--- src/rtl/lld_pkg.sv ---
// Shared types and constants of the linked list deque.
package lld_pkg;

    localparam int CAPACITY_DEF   = 64;
    localparam int WORD_WIDTH_DEF = 32;
    localparam int RESULT_LIMIT   = 64;
    localparam int QUEUE_DEPTH    = 2;

    localparam logic [3:0] CMD_PUSH_F   = 4'd0;
    localparam logic [3:0] CMD_PUSH_B   = 4'd1;
    localparam logic [3:0] CMD_POP_F    = 4'd2;
    localparam logic [3:0] CMD_POP_B    = 4'd3;
    localparam logic [3:0] CMD_PEEK_F   = 4'd4;
    localparam logic [3:0] CMD_PEEK_B   = 4'd5;
    localparam logic [3:0] CMD_REMOVE   = 4'd6;
    localparam logic [3:0] CMD_CONTAINS = 4'd7;
    localparam logic [3:0] CMD_DUMP_F   = 4'd8;
    localparam logic [3:0] CMD_DUMP_R   = 4'd9;
    localparam logic [3:0] CMD_CLEAR    = 4'd10;

    typedef enum logic [1:0] {
        ST_OK      = 2'd0,
        ST_EMPTY   = 2'd1,
        ST_FULL    = 2'd2,
        ST_MISSING = 2'd3
    } t_status;

    typedef enum logic [2:0] {
        OP_PUSH  = 3'd0,
        OP_POP   = 3'd1,
        OP_PEEK  = 3'd2,
        OP_FIND  = 3'd3,
        OP_DUMP  = 3'd4,
        OP_CLEAR = 3'd5,
        OP_NOP   = 3'd6
    } t_op;

    // alt: back end for push/pop/peek/dump, remove for find
    typedef struct packed {
        t_op         op;
        logic        alt;
        logic [31:0] word;
    } t_qent;

endpackage

--- src/rtl/lld_front.sv ---
// Command intake: classify each beat and hold it in a short queue.
module lld_front (
    input  logic                 i_clk,
    input  logic                 i_rst_n,
    input  logic                 i_valid,
    output logic                 o_stall,
    input  logic [3:0]           i_cmd,
    input  logic signed [31:0]   i_value,
    output logic                 o_q_valid,
    output lld_pkg::t_qent       o_q_entry,
    input  logic                 i_q_pop
);

    lld_pkg::t_qent r_q [lld_pkg::QUEUE_DEPTH];
    logic           r_wp;
    logic           r_rp;
    logic [1:0]     r_cnt;
    lld_pkg::t_qent n_ent;
    logic           push;
    logic           pop;

    always_comb begin
        n_ent.word = i_value;
        n_ent.alt  = 1'b0;
        n_ent.op   = lld_pkg::OP_NOP;
        unique case (i_cmd) inside
            lld_pkg::CMD_PUSH_F, lld_pkg::CMD_PUSH_B: begin
                n_ent.op  = lld_pkg::OP_PUSH;
                n_ent.alt = (i_cmd == lld_pkg::CMD_PUSH_B);
            end
            lld_pkg::CMD_POP_F, lld_pkg::CMD_POP_B: begin
                n_ent.op  = lld_pkg::OP_POP;
                n_ent.alt = (i_cmd == lld_pkg::CMD_POP_B);
            end
            lld_pkg::CMD_PEEK_F, lld_pkg::CMD_PEEK_B: begin
                n_ent.op  = lld_pkg::OP_PEEK;
                n_ent.alt = (i_cmd == lld_pkg::CMD_PEEK_B);
            end
            lld_pkg::CMD_REMOVE, lld_pkg::CMD_CONTAINS: begin
                n_ent.op  = lld_pkg::OP_FIND;
                n_ent.alt = (i_cmd == lld_pkg::CMD_REMOVE);
            end
            lld_pkg::CMD_DUMP_F, lld_pkg::CMD_DUMP_R: begin
                n_ent.op  = lld_pkg::OP_DUMP;
                n_ent.alt = (i_cmd == lld_pkg::CMD_DUMP_R);
            end
            lld_pkg::CMD_CLEAR: n_ent.op = lld_pkg::OP_CLEAR;
            default:            n_ent.op = lld_pkg::OP_NOP;
        endcase
    end

    assign o_stall   = (r_cnt == 2'(lld_pkg::QUEUE_DEPTH));
    assign push      = i_valid && !o_stall;
    assign o_q_valid = (r_cnt != 2'd0);
    assign pop       = i_q_pop && o_q_valid;
    assign o_q_entry = r_q[r_rp];

    always_ff @(posedge i_clk) begin
        if (push) begin
            r_q[r_wp] <= n_ent;
        end
    end

    always_ff @(posedge i_clk) begin
        if (!i_rst_n) begin
            r_wp  <= 1'b0;
            r_rp  <= 1'b0;
            r_cnt <= 2'd0;
        end else begin
            if (push) begin
                r_wp <= ~r_wp;
            end
            if (pop) begin
                r_rp <= ~r_rp;
            end
            r_cnt <= r_cnt + 2'(push) - 2'(pop);
        end
    end

endmodule

--- src/rtl/lld_back.sv ---
// Command execution: node memories, list pointers and result register.
module lld_back #(
    parameter int CAPACITY   = lld_pkg::CAPACITY_DEF,
    parameter int WORD_WIDTH = lld_pkg::WORD_WIDTH_DEF
) (
    input  logic                 i_clk,
    input  logic                 i_rst_n,
    input  logic                 i_q_valid,
    input  lld_pkg::t_qent       i_q_entry,
    output logic                 o_q_pop,
    output logic                 o_valid,
    input  logic                 i_stall,
    output logic signed [31:0]   o_item,
    output logic [1:0]           o_status,
    output logic [6:0]           o_count,
    output logic                 o_last
);

    localparam int PTR_W = $clog2(CAPACITY);
    localparam int CNT_W = $clog2(CAPACITY + 1);
    localparam int DW    = (CNT_W >= 7) ? CNT_W + 1 : 8;

    typedef enum logic [10:0] {
        S_CLEAR    = 11'b000_0000_0001,
        S_IDLE     = 11'b000_0000_0010,
        S_PUSH     = 11'b000_0000_0100,
        S_PUSH2    = 11'b000_0000_1000,
        S_LOOK     = 11'b000_0001_0000,
        S_UNL1     = 11'b000_0010_0000,
        S_UNL2     = 11'b000_0100_0000,
        S_SRCH_RD  = 11'b000_1000_0000,
        S_SRCH_CMP = 11'b001_0000_0000,
        S_DUMP_RD  = 11'b010_0000_0000,
        S_EMIT     = 11'b100_0000_0000
    } t_state;

    logic [WORD_WIDTH-1:0] mem_value [CAPACITY];
    logic [PTR_W-1:0]      mem_next  [CAPACITY];
    logic [PTR_W-1:0]      mem_prev  [CAPACITY];

    logic [WORD_WIDTH-1:0] r_rd_value;
    logic [PTR_W-1:0]      r_rd_next;
    logic [PTR_W-1:0]      r_rd_prev;

    t_state                r_state;
    logic                  r_dump_ld;
    logic [PTR_W-1:0]      r_front;
    logic [PTR_W-1:0]      r_back;
    logic [PTR_W-1:0]      r_free;
    logic [PTR_W-1:0]      r_node;
    logic [PTR_W-1:0]      r_p;
    logic [PTR_W-1:0]      r_sweep;
    logic [CNT_W-1:0]      r_count;
    logic [CNT_W-1:0]      r_idx;
    logic [WORD_WIDTH-1:0] r_word;
    logic                  r_alt;
    logic                  r_rm;
    logic                  r_clr_emit;
    logic [31:0]           r_item;
    lld_pkg::t_status      r_status;
    logic                  r_last;
    logic                  r_more;

    logic                  r_ovalid;
    logic [31:0]           r_oitem;
    lld_pkg::t_status      r_ostatus;
    logic [6:0]            r_ocount;
    logic                  r_olast;

    logic                  re;
    logic [PTR_W-1:0]      ra;
    logic                  we_v;
    logic                  we_n;
    logic                  we_p;
    logic [PTR_W-1:0]      wa_v;
    logic [PTR_W-1:0]      wa_n;
    logic [PTR_W-1:0]      wa_p;
    logic [PTR_W-1:0]      wd_n;
    logic [PTR_W-1:0]      wd_p;
    logic                  out_free;
    logic                  emit;
    logic                  empty;
    logic                  full;
    logic [PTR_W-1:0]      sweep_nxt;
    logic                  dump_fin;
    logic [31:0]           rd_item;

    assign empty     = (r_count == '0);
    assign full      = (r_count == CNT_W'(CAPACITY));
    assign out_free  = !r_ovalid || !i_stall;
    assign emit      = (r_state == S_EMIT) && !r_dump_ld && out_free;
    assign o_q_pop   = (r_state == S_IDLE) && i_q_valid;
    assign sweep_nxt = (r_sweep == PTR_W'(CAPACITY - 1)) ? '0 : r_sweep + 1'b1;
    assign rd_item   = 32'(signed'(r_rd_value));
    assign dump_fin  = (DW'(r_idx) + 1'b1 == DW'(r_count)) ||
                       (DW'(r_idx) + 1'b1 == DW'(lld_pkg::RESULT_LIMIT));

    // memory port control
    always_comb begin
        re   = 1'b0;
        ra   = r_p;
        we_v = 1'b0;
        we_n = 1'b0;
        we_p = 1'b0;
        wa_v = r_node;
        wa_n = r_node;
        wa_p = r_node;
        wd_n = r_node;
        wd_p = r_node;
        unique case (r_state)
            S_IDLE: begin
                re = i_q_valid;
                if (i_q_entry.op == lld_pkg::OP_PUSH) begin
                    ra = r_free;
                end else begin
                    ra = i_q_entry.alt ? r_back : r_front;
                end
            end
            S_SRCH_RD, S_DUMP_RD: begin
                re = 1'b1;
                ra = r_p;
            end
            S_PUSH: begin
                we_v = 1'b1;
                we_n = 1'b1;
                we_p = 1'b1;
                wd_n = (!r_alt && !empty) ? r_front : r_node;
                wd_p = (r_alt && !empty) ? r_back : r_node;
            end
            S_PUSH2: begin
                if (!empty) begin
                    if (r_alt) begin
                        we_n = 1'b1;
                        wa_n = r_back;
                    end else begin
                        we_p = 1'b1;
                        wa_p = r_front;
                    end
                end
            end
            S_UNL1: begin
                if (r_count != CNT_W'(1) && r_node != r_front) begin
                    we_n = 1'b1;
                    wa_n = r_rd_prev;
                    wd_n = r_rd_next;
                    if (r_node != r_back) begin
                        we_p = 1'b1;
                        wa_p = r_rd_next;
                        wd_p = r_rd_prev;
                    end
                end
            end
            S_UNL2: begin
                we_n = 1'b1;
                wd_n = r_free;
            end
            S_CLEAR: begin
                we_n = 1'b1;
                wa_n = r_sweep;
                wd_n = sweep_nxt;
            end
            default: begin
                re = 1'b0;
            end
        endcase
    end

    always_ff @(posedge i_clk) begin
        if (we_v) begin
            mem_value[wa_v] <= r_word;
        end
        if (we_n) begin
            mem_next[wa_n] <= wd_n;
        end
        if (we_p) begin
            mem_prev[wa_p] <= wd_p;
        end
        if (re) begin
            r_rd_value <= mem_value[ra];
            r_rd_next  <= mem_next[ra];
            r_rd_prev  <= mem_prev[ra];
        end
    end

    // payload of the pending result and the walk
    always_ff @(posedge i_clk) begin
        unique case (r_state)
            S_IDLE: begin
                r_word   <= WORD_WIDTH'(signed'(i_q_entry.word));
                r_alt    <= i_q_entry.alt;
                r_rm     <= (i_q_entry.op == lld_pkg::OP_POP) ||
                            (i_q_entry.op == lld_pkg::OP_FIND && i_q_entry.alt);
                r_item   <= '0;
                r_last   <= 1'b1;
                r_more   <= 1'b0;
                r_idx    <= '0;
                r_node   <= (i_q_entry.op == lld_pkg::OP_PUSH) ? r_free :
                            (i_q_entry.alt ? r_back : r_front);
                r_p      <= (i_q_entry.op == lld_pkg::OP_DUMP && i_q_entry.alt) ?
                            r_back : r_front;
                r_status <= (i_q_entry.op == lld_pkg::OP_PUSH && full) ?
                                lld_pkg::ST_FULL :
                            (empty && (i_q_entry.op == lld_pkg::OP_POP ||
                                       i_q_entry.op == lld_pkg::OP_PEEK ||
                                       i_q_entry.op == lld_pkg::OP_DUMP)) ?
                                lld_pkg::ST_EMPTY : lld_pkg::ST_OK;
            end
            S_LOOK: begin
                r_item <= rd_item;
            end
            S_SRCH_RD: begin
                if (r_idx == r_count) begin
                    r_status <= lld_pkg::ST_MISSING;
                end
            end
            S_SRCH_CMP: begin
                if (r_rd_value == r_word) begin
                    r_node <= r_p;
                end else begin
                    r_p   <= r_rd_next;
                    r_idx <= r_idx + 1'b1;
                end
            end
            S_EMIT: begin
                if (r_dump_ld) begin
                    r_item <= rd_item;
                    r_last <= dump_fin;
                    r_more <= !dump_fin;
                    r_p    <= r_alt ? r_rd_prev : r_rd_next;
                    r_idx  <= r_idx + 1'b1;
                end
            end
            S_CLEAR: begin
                r_item   <= '0;
                r_status <= lld_pkg::ST_OK;
                r_last   <= 1'b1;
                r_more   <= 1'b0;
            end
            default: begin
                r_item <= r_item;
            end
        endcase
    end

    // sequencer, list pointers and result register
    always_ff @(posedge i_clk) begin
        if (!i_rst_n) begin
            r_state    <= S_CLEAR;
            r_dump_ld  <= 1'b0;
            r_sweep    <= '0;
            r_clr_emit <= 1'b0;
            r_front    <= '0;
            r_back     <= '0;
            r_free     <= '0;
            r_count    <= '0;
            r_ovalid   <= 1'b0;
        end else begin
            if (emit) begin
                r_ovalid <= 1'b1;
            end else if (!i_stall) begin
                r_ovalid <= 1'b0;
            end
            unique case (r_state)
                S_CLEAR: begin
                    r_sweep <= sweep_nxt;
                    if (r_sweep == PTR_W'(CAPACITY - 1)) begin
                        r_front <= '0;
                        r_back  <= '0;
                        r_free  <= '0;
                        r_count <= '0;
                        r_state <= r_clr_emit ? S_EMIT : S_IDLE;
                    end
                end
                S_IDLE: begin
                    if (i_q_valid) begin
                        unique case (i_q_entry.op)
                            lld_pkg::OP_PUSH:
                                r_state <= full ? S_EMIT : S_PUSH;
                            lld_pkg::OP_POP, lld_pkg::OP_PEEK:
                                r_state <= empty ? S_EMIT : S_LOOK;
                            lld_pkg::OP_FIND:
                                r_state <= S_SRCH_RD;
                            lld_pkg::OP_DUMP:
                                r_state <= empty ? S_EMIT : S_DUMP_RD;
                            lld_pkg::OP_CLEAR: begin
                                r_sweep    <= '0;
                                r_clr_emit <= 1'b1;
                                r_state    <= S_CLEAR;
                            end
                            default:
                                r_state <= S_EMIT;
                        endcase
                    end
                end
                S_PUSH: begin
                    r_free  <= r_rd_next;
                    r_state <= S_PUSH2;
                end
                S_PUSH2: begin
                    if (empty) begin
                        r_front <= r_node;
                        r_back  <= r_node;
                    end else if (r_alt) begin
                        r_back  <= r_node;
                    end else begin
                        r_front <= r_node;
                    end
                    r_count <= r_count + 1'b1;
                    r_state <= S_EMIT;
                end
                S_LOOK: begin
                    r_state <= r_rm ? S_UNL1 : S_EMIT;
                end
                S_UNL1: begin
                    if (r_count == CNT_W'(1)) begin
                        r_front <= '0;
                        r_back  <= '0;
                    end else if (r_node == r_front) begin
                        r_front <= r_rd_next;
                    end else if (r_node == r_back) begin
                        r_back  <= r_rd_prev;
                    end
                    r_state <= S_UNL2;
                end
                S_UNL2: begin
                    r_free  <= r_node;
                    r_count <= r_count - 1'b1;
                    r_state <= S_EMIT;
                end
                S_SRCH_RD: begin
                    r_state <= (r_idx == r_count) ? S_EMIT : S_SRCH_CMP;
                end
                S_SRCH_CMP: begin
                    if (r_rd_value == r_word) begin
                        r_state <= r_rm ? S_UNL1 : S_EMIT;
                    end else begin
                        r_state <= S_SRCH_RD;
                    end
                end
                S_DUMP_RD: begin
                    r_dump_ld <= 1'b1;
                    r_state   <= S_EMIT;
                end
                S_EMIT: begin
                    r_dump_ld <= 1'b0;
                    if (!r_dump_ld && out_free) begin
                        r_oitem    <= r_item;
                        r_ostatus  <= r_status;
                        r_ocount   <= 7'(r_count);
                        r_olast    <= r_last;
                        r_clr_emit <= 1'b0;
                        r_state    <= r_more ? S_DUMP_RD : S_IDLE;
                    end
                end
                default: begin
                    r_state <= S_IDLE;
                end
            endcase
        end
    end

    assign o_valid  = r_ovalid;
    assign o_item   = r_oitem;
    assign o_status = r_ostatus;
    assign o_count  = r_ocount;
    assign o_last   = r_olast;

endmodule

--- src/rtl/linked_list_deque_with_search.sv ---
// Remove and contains walk the list node by node. Dump gives one result beat
// per node; clear sweeps all CAPACITY nodes. All node links sit in single-port
// memories. After reset a sweep over all CAPACITY nodes rebuilds the free
// chain; commands wait in the intake queue (stall high once it fills) until
// the sweep ends.
module linked_list_deque_with_search #(
    parameter int CAPACITY   = lld_pkg::CAPACITY_DEF,
    parameter int WORD_WIDTH = lld_pkg::WORD_WIDTH_DEF
) (
    input  logic                 i_clk,
    input  logic                 i_rst_n,
    input  logic                 i_valid,
    output logic                 o_stall,
    input  logic [3:0]           i_cmd,
    input  logic signed [31:0]   i_value,
    output logic                 o_valid,
    input  logic                 i_stall,
    output logic signed [31:0]   o_item,
    output logic [1:0]           o_status,
    output logic [6:0]           o_count,
    output logic                 o_last
);

    // classified commands between intake and execution
    logic           q_valid;
    lld_pkg::t_qent q_entry;
    logic           q_pop;

    // intake: decode each beat and hold it, so new commands land while
    // the back end is still busy with a long walk
    lld_front u_front (
        .i_clk     (i_clk),
        .i_rst_n   (i_rst_n),
        .i_valid   (i_valid),
        .o_stall   (o_stall),
        .i_cmd     (i_cmd),
        .i_value   (i_value),
        .o_q_valid (q_valid),
        .o_q_entry (q_entry),
        .i_q_pop   (q_pop)
    );

    // execution: node memories, free chain and the result register
    lld_back #(
        .CAPACITY   (CAPACITY),
        .WORD_WIDTH (WORD_WIDTH)
    ) u_back (
        .i_clk     (i_clk),
        .i_rst_n   (i_rst_n),
        .i_q_valid (q_valid),
        .i_q_entry (q_entry),
        .o_q_pop   (q_pop),
        .o_valid   (o_valid),
        .i_stall   (i_stall),
        .o_item    (o_item),
        .o_status  (o_status),
        .o_count   (o_count),
        .o_last    (o_last)
    );

    // a full list reports exactly its capacity
    a_full_count: assert property (@(posedge i_clk) disable iff (!i_rst_n)
        o_valid && o_status == lld_pkg::ST_FULL |-> o_count == 7'(CAPACITY))
        else $error("full status with wrong count");

    // an empty report only comes from an empty list
    a_empty_count: assert property (@(posedge i_clk) disable iff (!i_rst_n)
        o_valid && o_status == lld_pkg::ST_EMPTY |-> o_count == 7'd0)
        else $error("empty status with nonzero count");

    // any failure ends its command
    a_err_last: assert property (@(posedge i_clk) disable iff (!i_rst_n)
        o_valid && o_status != lld_pkg::ST_OK |-> o_last)
        else $error("error result not marked last");

endmodule
--- config.mk ---
export PLATFORM = sky130hd
export DESIGN_NAME = linked_list_deque_with_search
export DESIGN_NICKNAME = d
export VERILOG_FILES = /design/src/rtl/lld_pkg.sv /design/src/rtl/lld_front.sv /design/src/rtl/lld_back.sv /design/src/rtl/linked_list_deque_with_search.sv
export SDC_FILE = /design/constraint.sdc
export NUM_CORES = 2
export LEC_CHECK = 0
export BUFFER_PORTS_ARGS = -buffer_cell sky130_fd_sc_hd__buf_2
export CAP_MARGIN = 25
export CORE_MARGIN = 2
export CORE_UTILIZATION = 57
export CTS_CLUSTER_SIZE = 30
export DETAILED_ROUTE_END_ITERATION = 16
export PLACE_DENSITY = 0.81
export SETUP_SLACK_MARGIN = 0.4
export SLEW_MARGIN = 25
export SYNTH_ARGS = -nofsm -noshare
export SYNTH_HDL_FRONTEND = slang
export SYNTH_SLANG_ARGS = --single-unit
export TNS_END_PERCENT = 100
--- constraint.sdc ---
create_clock -name i_clk -period 4.6 [get_ports i_clk]
set_input_delay 0.46 -clock i_clk [delete_from_list [all_inputs] [get_ports i_clk]]
set_output_delay 0.46 -clock i_clk [all_outputs]
set_load 0.005 [all_outputs]
; ---- Word level (Yosys, flattened, before mapping)
; Memory sizes are Yosys's and may differ from the RTL's. A register that Yosys moved wholly into a read port is not among the register bits.
; Cells that the tools add are included.
[op_classes]
addsub = 7
n_eq_ne = 53
n_mux = 101
bitwise = 2
n_reduce_logical = 63
[ops]
columns = cell, n
row1 = $mux W6, 33
row2 = $mux W11, 10
row3 = $pmux W11 S9, 1
row4 = $pmux W32 S3, 1
row5 = $pmux W6 S3, 5
row6 = $pmux W11 S5, 1
row7 = $pmux W6 S2, 4
row8 = $pmux W7 S3, 2
row9 = $eq A32 B32 Y1, 1
row10 = $mux W32, 1
row11 = $mux W1, 26
row12 = $pmux W6 S4, 1
row13 = $mux W7, 3
row14 = $pmux W3 S6, 1
row15 = $reduce_bool A3 Y1, 6
row16 = $eq A4 B3 Y1 const B, 4
row17 = $reduce_or A2 Y1, 8
row18 = $add A7 B1 Y7 const B, 2
row19 = $logic_and A1 B1 Y1, 13
row20 = $eq A4 B4 Y1 const B, 3
row21 = $eq A6 B6 Y1, 2
row22 = $ne A2 B1 Y1 const B, 6
row23 = $ne A6 B6 Y1, 2
row24 = $reduce_and A2 Y1, 6
row25 = other kinds (50), 84
[totals]
register_bits = 180
mem_bits_rw = 2888
in_bits = 40
out_inout_bits = 44
wordCells = 256
n_memories = 4
[memory_table]
columns = memory, words, word_bits, read_ports, rd_ports_with_merged_regs, write_ports, line_no
row1 = u_back.mem_value, 64, 32, 1, 1, 1, lld_back.sv:37  ; logic [WORD_WIDTH-1:0] mem_value [CAPACITY];
row2 = u_back.mem_next, 64, 6, 1, 1, 1, lld_back.sv:38  ; logic [PTR_W-1:0] mem_next [CAPACITY];
row3 = u_back.mem_prev, 64, 6, 1, 1, 1, lld_back.sv:39  ; logic [PTR_W-1:0] mem_prev [CAPACITY];
row4 = u_front.r_q, 2, 36, 1, 1, 1, lld_front.sv:14  ; lld_pkg::t_qent r_q [lld_pkg::QUEUE_DEPTH];

; ---- Depth between registers and ports, before layout
[depth]
ltp_word = 7
mapped_depth = 14
ltp_nobuf = 10

; ---- By module
; A second synthesis with hierarchy kept.
[hier_totals]
cells_unflattened = 7985
area_unflattened_um2 = 122744.0
[modules_own_cells]
columns = mod, instances, cells_per_inst, area_per_inst_um2, seq_area_each_um2
row1 = lld_back, 1, 7837, 119703.6, 90717.0
row2 = lld_front, 1, 148, 3040.4, 2262.2

; ---- Least setup slack after synthesis
; Ideal clock, no wire load.
[synth_path]
path_type = flip-flop to flip-flop
start = register u_back.r_state[7]
end = register u_back.r_rd_next[0], read port of u_back.mem_next (enable)
setup_time_ns = 0.506
t_arrival_ns = 4.453
t_required_ns = 4.094
path_slack_ns = -0.360
path_stages_with_launch = 7
n_path_buf = 3
synth_period_minus_slack_ns = 4.960
cell_sequence = dfxtp_1 buf_6 nor4_2 nand4_1 clkbuf_1 clkbuf_1 o21ai_0
[synth_via]
elab_chain_cells = 3
elab_cells_between_ends = 6
cone_classes = eq/ne: 3 / mux: 2 / reduce/logical: 1
[synth_lines]
columns = item, line_no
row1 = start: declaration, lld_back.sv:45  ; t_state r_state;
row2 = start signal: assignment, lld_back.sv:271  ; r_state <= r_clr_emit ? S_EMIT : S_IDLE;
row3 = start signal: assignment, lld_back.sv:278  ; r_state <= full ? S_EMIT : S_PUSH;
row4 = start signal: assignment, lld_back.sv:280  ; r_state <= empty ? S_EMIT : S_LOOK;
row5 = $eq A11 B8 Y1 / $eq A11 B10 Y1 (equally long branches), lld_back.sv:110  ; unique case (r_state)
row6 = $reduce_or A2 Y1, lld_back.sv:110
row7 = $pmux W1 S2 (*), lld_back.sv:110
row8 = via u_back.re, lld_back.sv:70  ; logic re;
row9 = end: declaration, lld_back.sv:42  ; logic [PTR_W-1:0] r_rd_next;
; Mark *: on every way through the listed nets, which the timed path passes. The rest lies on a longest branch.
; A chain may end at the register's enable or synchronous reset.

==> impl_metrics.json <==
{
  "required_ps": 5290,
  "die_height_um": 467.1,
  "io_pins": 84,
  "fin_nets": 8937,
  "overflow": 0,
  "root_buffer": "clkbuf_16",
  "grt_pass1_vias": 78420,
  "min-delay-start": "i_cmd[0]",
  "clk_path_buf_depth": 4,
  "syn-num-nets": 8265,
  "dieArea_um2": 218200,
  "period_minus_slack_ps": 4196,
  "leakage_nw": 49.01,
  "hpwl_mm": 213.9,
  "synth-async-reset-ratio": 0,
  "slowest_delay_ps": 600,
  "antenna_found_initial": 20,
  "wl_per_cell_um": 31.23,
  "p_per_area_nw_per_um2": 416.1,
  "yosys_warnings": 0,
  "critPathBufInv": 3,
  "postLayoutCoreUtil": 0.6692,
  "hold_viol_final": 0,
  "crit_cells": 11,
  "wl_mm": 372.7,
  "clk_latency_ps": 970,
  "critical_path_class": "flip-flop to flip-flop",
  "drtAntennaViolNets": 0,
  "max_slew.worst_pin.slew_ps": 1065,
  "fmax_mhz": 238.3,
  "regToRegSetupSlack_ps": 400,
  "synthCells": 8217,
  "power.total_w": 0.05924,
  "hold_end": "u_front.r_q[0][32]$_DFFE_PP_",
  "fin_crit_sh": 0.9122,
  "start_kind": "flip-flop",
  "ys_ff_latch": 3113,
  "drc": 0,
  "synth-edff-count": 3063,
  "syn_avg_cell_area_um2": 14.88,
  "areaGrowthSynthToFinish_pct": 16.45,
  "start_util": 0.5747,
  "first_iter_violations": 14730,
  "dominantRegCellSynth": "edfxtp_1",
  "cts_tree": "done",
  "routabilityCongestion": 0.9526,
  "reg2reg_depth": 11,
  "core_region_area_um2": 212700,
  "peakVddDrop_uv": 367.8,
  "slew_headroom": 0.2876,
  "hold_depth": 2,
  "hold_class": "input port to flip-flop",
  "rows": 169,
  "io_buffers": 83,
  "path_delay_family": "compound AO/OA/AOI/OAI gates",
  "timing.hold.ws_ps": 118.0,
  "vias_per_cell": 6.782,
  "drv_cap": 0,
  "drive_gt1_frac": 0.1671,
  "finalSetupViolations": 0,
  "routed-via-count": 80920,
  "htreeDepth": 5,
  "grt_pass1_wl_mm": 526.5,
  "first_pass_iters": 7,
  "clk_pin_slew_ps": 60,
  "worstPathArrival_ps": 4890,
  "fp.dieW_um": 467.1,
  "drv_slew": 0,
  "status": "complete, no violations",
  "globalRouteTotalUtil": 0.3321,
  "crit_chain": "mux2i_4 -> buf_12 -> mux2_2 -> o211ai_1 -> o21a_4 -> buf_12 -> buf_4 -> a21oi_1 -> nor4_1 -> o22ai_1 -> mux2_2",
  "fin_skew_ps": 89.04,
  "grt_max_degree": 75,
  "rsz0062_at_grt": "true",
  "yosysSeqAreaShare": 0.7606,
  "worstReg2RegEnd": "u_back.r_rd_prev[0]$_DFFE_PP_",
  "numCtsBuffers": 313,
  "endpoint_kind": "flip-flop",
  "critical-path-slowest-cell": "nor4_1",
  "fin_cells": 11930,
  "setup_tns_ps": 0,
  "synthesis.area_um2": 122200,
  "synth.distinct_cells": 78,
  "path_max_fanout": 28,
  "placed_cells": 11320,
  "clock-sinks": 3113
}
per-stage QoR:
stage          cell area (um^2)  worst slack (ps)
4_1_cts                  141600             324.6
6_report                 142400             404.0
5_1_grt                  142300             333.9
3_5_place_dp             131100            -253.9
2_1_floorplan            122300             404.3
3_3_place_gp             131100            -260.7
power by group:
group	internal (W)	switching [W]	leakage, nW
sequential	0.0315	0.000157	28.1
combinational	0.00108	0.00233	16.3
clock	0.0137	0.0104	4.61
total	0.0463	0.0129	49.0
worst max path at each step:
stage,startpoint,endpoint,slack [ps]
2_1_floorplan,u_back.r_state[7]$_SDFFE_PN0P_,u_back.mem_next[0][4]$_DFFE_PP_,400
3_3_place_gp,u_back.r_state[2]$_SDFFE_PN0P_,u_back.r_rd_value[30]$_DFFE_PP_,-260
3_5_place_dp,u_back.r_state[2]$_SDFFE_PN0P_,u_back.r_rd_value[30]$_DFFE_PP_,-250
4_1_cts,u_front.r_q[1][34]$_DFFE_PP_,u_back.r_rd_value[30]$_DFFE_PP_,320
5_1_grt,u_back.r_state[10]$_SDFFE_PN0P_,u_back.r_rd_value[13]$_DFFE_PP_,330
6_report,flip-flop,u_back.r_rd_prev[0]$_DFFE_PP_,400
sequential cells by signal (all words and copies together) (netlist names), 6 cells and up, named ones only:
register	flops
u_back.r_item	32
u_back.o_item	32
u_back.r_rd_next	6
u_back.r_free	6
u_back.r_idx	7
u_back.r_node	6
u_front.r_q	72
u_back.mem_next	384
u_back.r_sweep	6
u_back.mem_value	2048
u_back.r_state	11
u_back.r_front	6
u_back.r_rd_prev	6
u_back.r_word	32
u_back.r_back	6
u_back.o_count	7
u_back.r_p	6
u_back.mem_prev	384
u_back.r_count	7
u_back.r_rd_value	32
cell usage after synthesis (10+ instances only):
cell type,n,share of area
a211oi_1,16,0.00098
a21oi_1,747,0.031
a221oi_1,10,0.00072
a22oi_1,25,0.0015
a31oi_1,11,0.00056
and3_1,41,0.0021
buf_1,26,0.00080
buf_2,182,0.0075
buf_4,18,0.0011
clkbuf_1,262,0.0080
dfxtp_1,50,0.0082
edfxtp_1,3063,0.75
inv_1,15,0.00046
mux2_2,80,0.0074
mux2i_1,731,0.060
nand2_1,1492,0.046
nand2b_1,19,0.00097
nand3_1,34,0.0014
nand3b_1,13,0.00080
nand4_1,19,0.00097
nor2_1,287,0.0088
nor2_2,12,0.00061
nor3_1,17,0.00070
nor4_1,357,0.018
o21ai_0,42,0.0017
o22ai_1,436,0.022
xnor2_1,51,0.0037
xor2_1,21,0.0015
layout make-up:
| class | count | area (um^2) |
|---|---|---|
| inverters | 15 | 56.30 |
| clock inverters | 132 | 1100 |
| clock buffers | 394 | 8317 |
| well taps | 2821 | 3530 |
| flip-flops and latches | 3113 | 92980 |
| repair buffers | 847 | 7840 |
| diodes | 10 | 25.02 |
| multi-input cells | 4599 | 28510 |
| fillers | 13290 | 70360 |
worst register-to-register path: stages (launching register included):
cell and delay [ps]:
dfxtp_2 440, mux2i_4 290, buf_12 150, mux2_2 360, o211ai_1 400, o21a_4 270
buf_12 270, buf_4 440, a21oi_1 160, nor4_1 600, o22ai_1 250, mux2_2 320
layout by cell type, fill, tap and decap left out, types with 49 or more instances in the layout:
| cell | count |
|---|---|
| o22ai_1 | 425 |
| mux2_2 | 79 |
| clkbuf_16 | 325 |
| buf_2 | 83 |
| nor2_1 | 213 |
| buf_12 | 90 |
| nand2_1 | 1482 |
| dfxtp_1 | 49 |
| mux2i_1 | 730 |
| edfxtp_1 | 3063 |
| xnor2_1 | 51 |
| clkinv_2 | 52 |
| clkinv_1 | 49 |
| nor4_2 | 63 |
| nor4_1 | 290 |
| nor2_4 | 75 |
| clkbuf_1 | 72 |
| buf_4 | 597 |
| a21oi_1 | 743 |
per-layer routing:
layer	global-route usage	vias up	wire length (um)
met5	0	-	81
met4	0.2068	12	26760
met3	0.1041	1530	58380
met2	0.5024	7508	166600
met1	0.4197	39140	120800
li1	-	32730	-
repair_timing:
item,in CTS,in global routing
pin swaps,3,15
endpoints found under the setup margin,252,98
endpoints found under the hold margin,83,0
buffers inserted,12,18
resized for setup,70,69
hold buffers,39,0
gates cloned,5,4
logic make-up after synthesis:
group	synth area share
AOI/OAI and AO/OA	0.06307
muxes	0.06741
and+or+nand+nor	0.08491
buffers and inverters	0.01804
adders and majority gates	0.0008188
xor gates and xnor gates	0.005159
DFF	0.7606
Power figures use the tool's default switching activity.
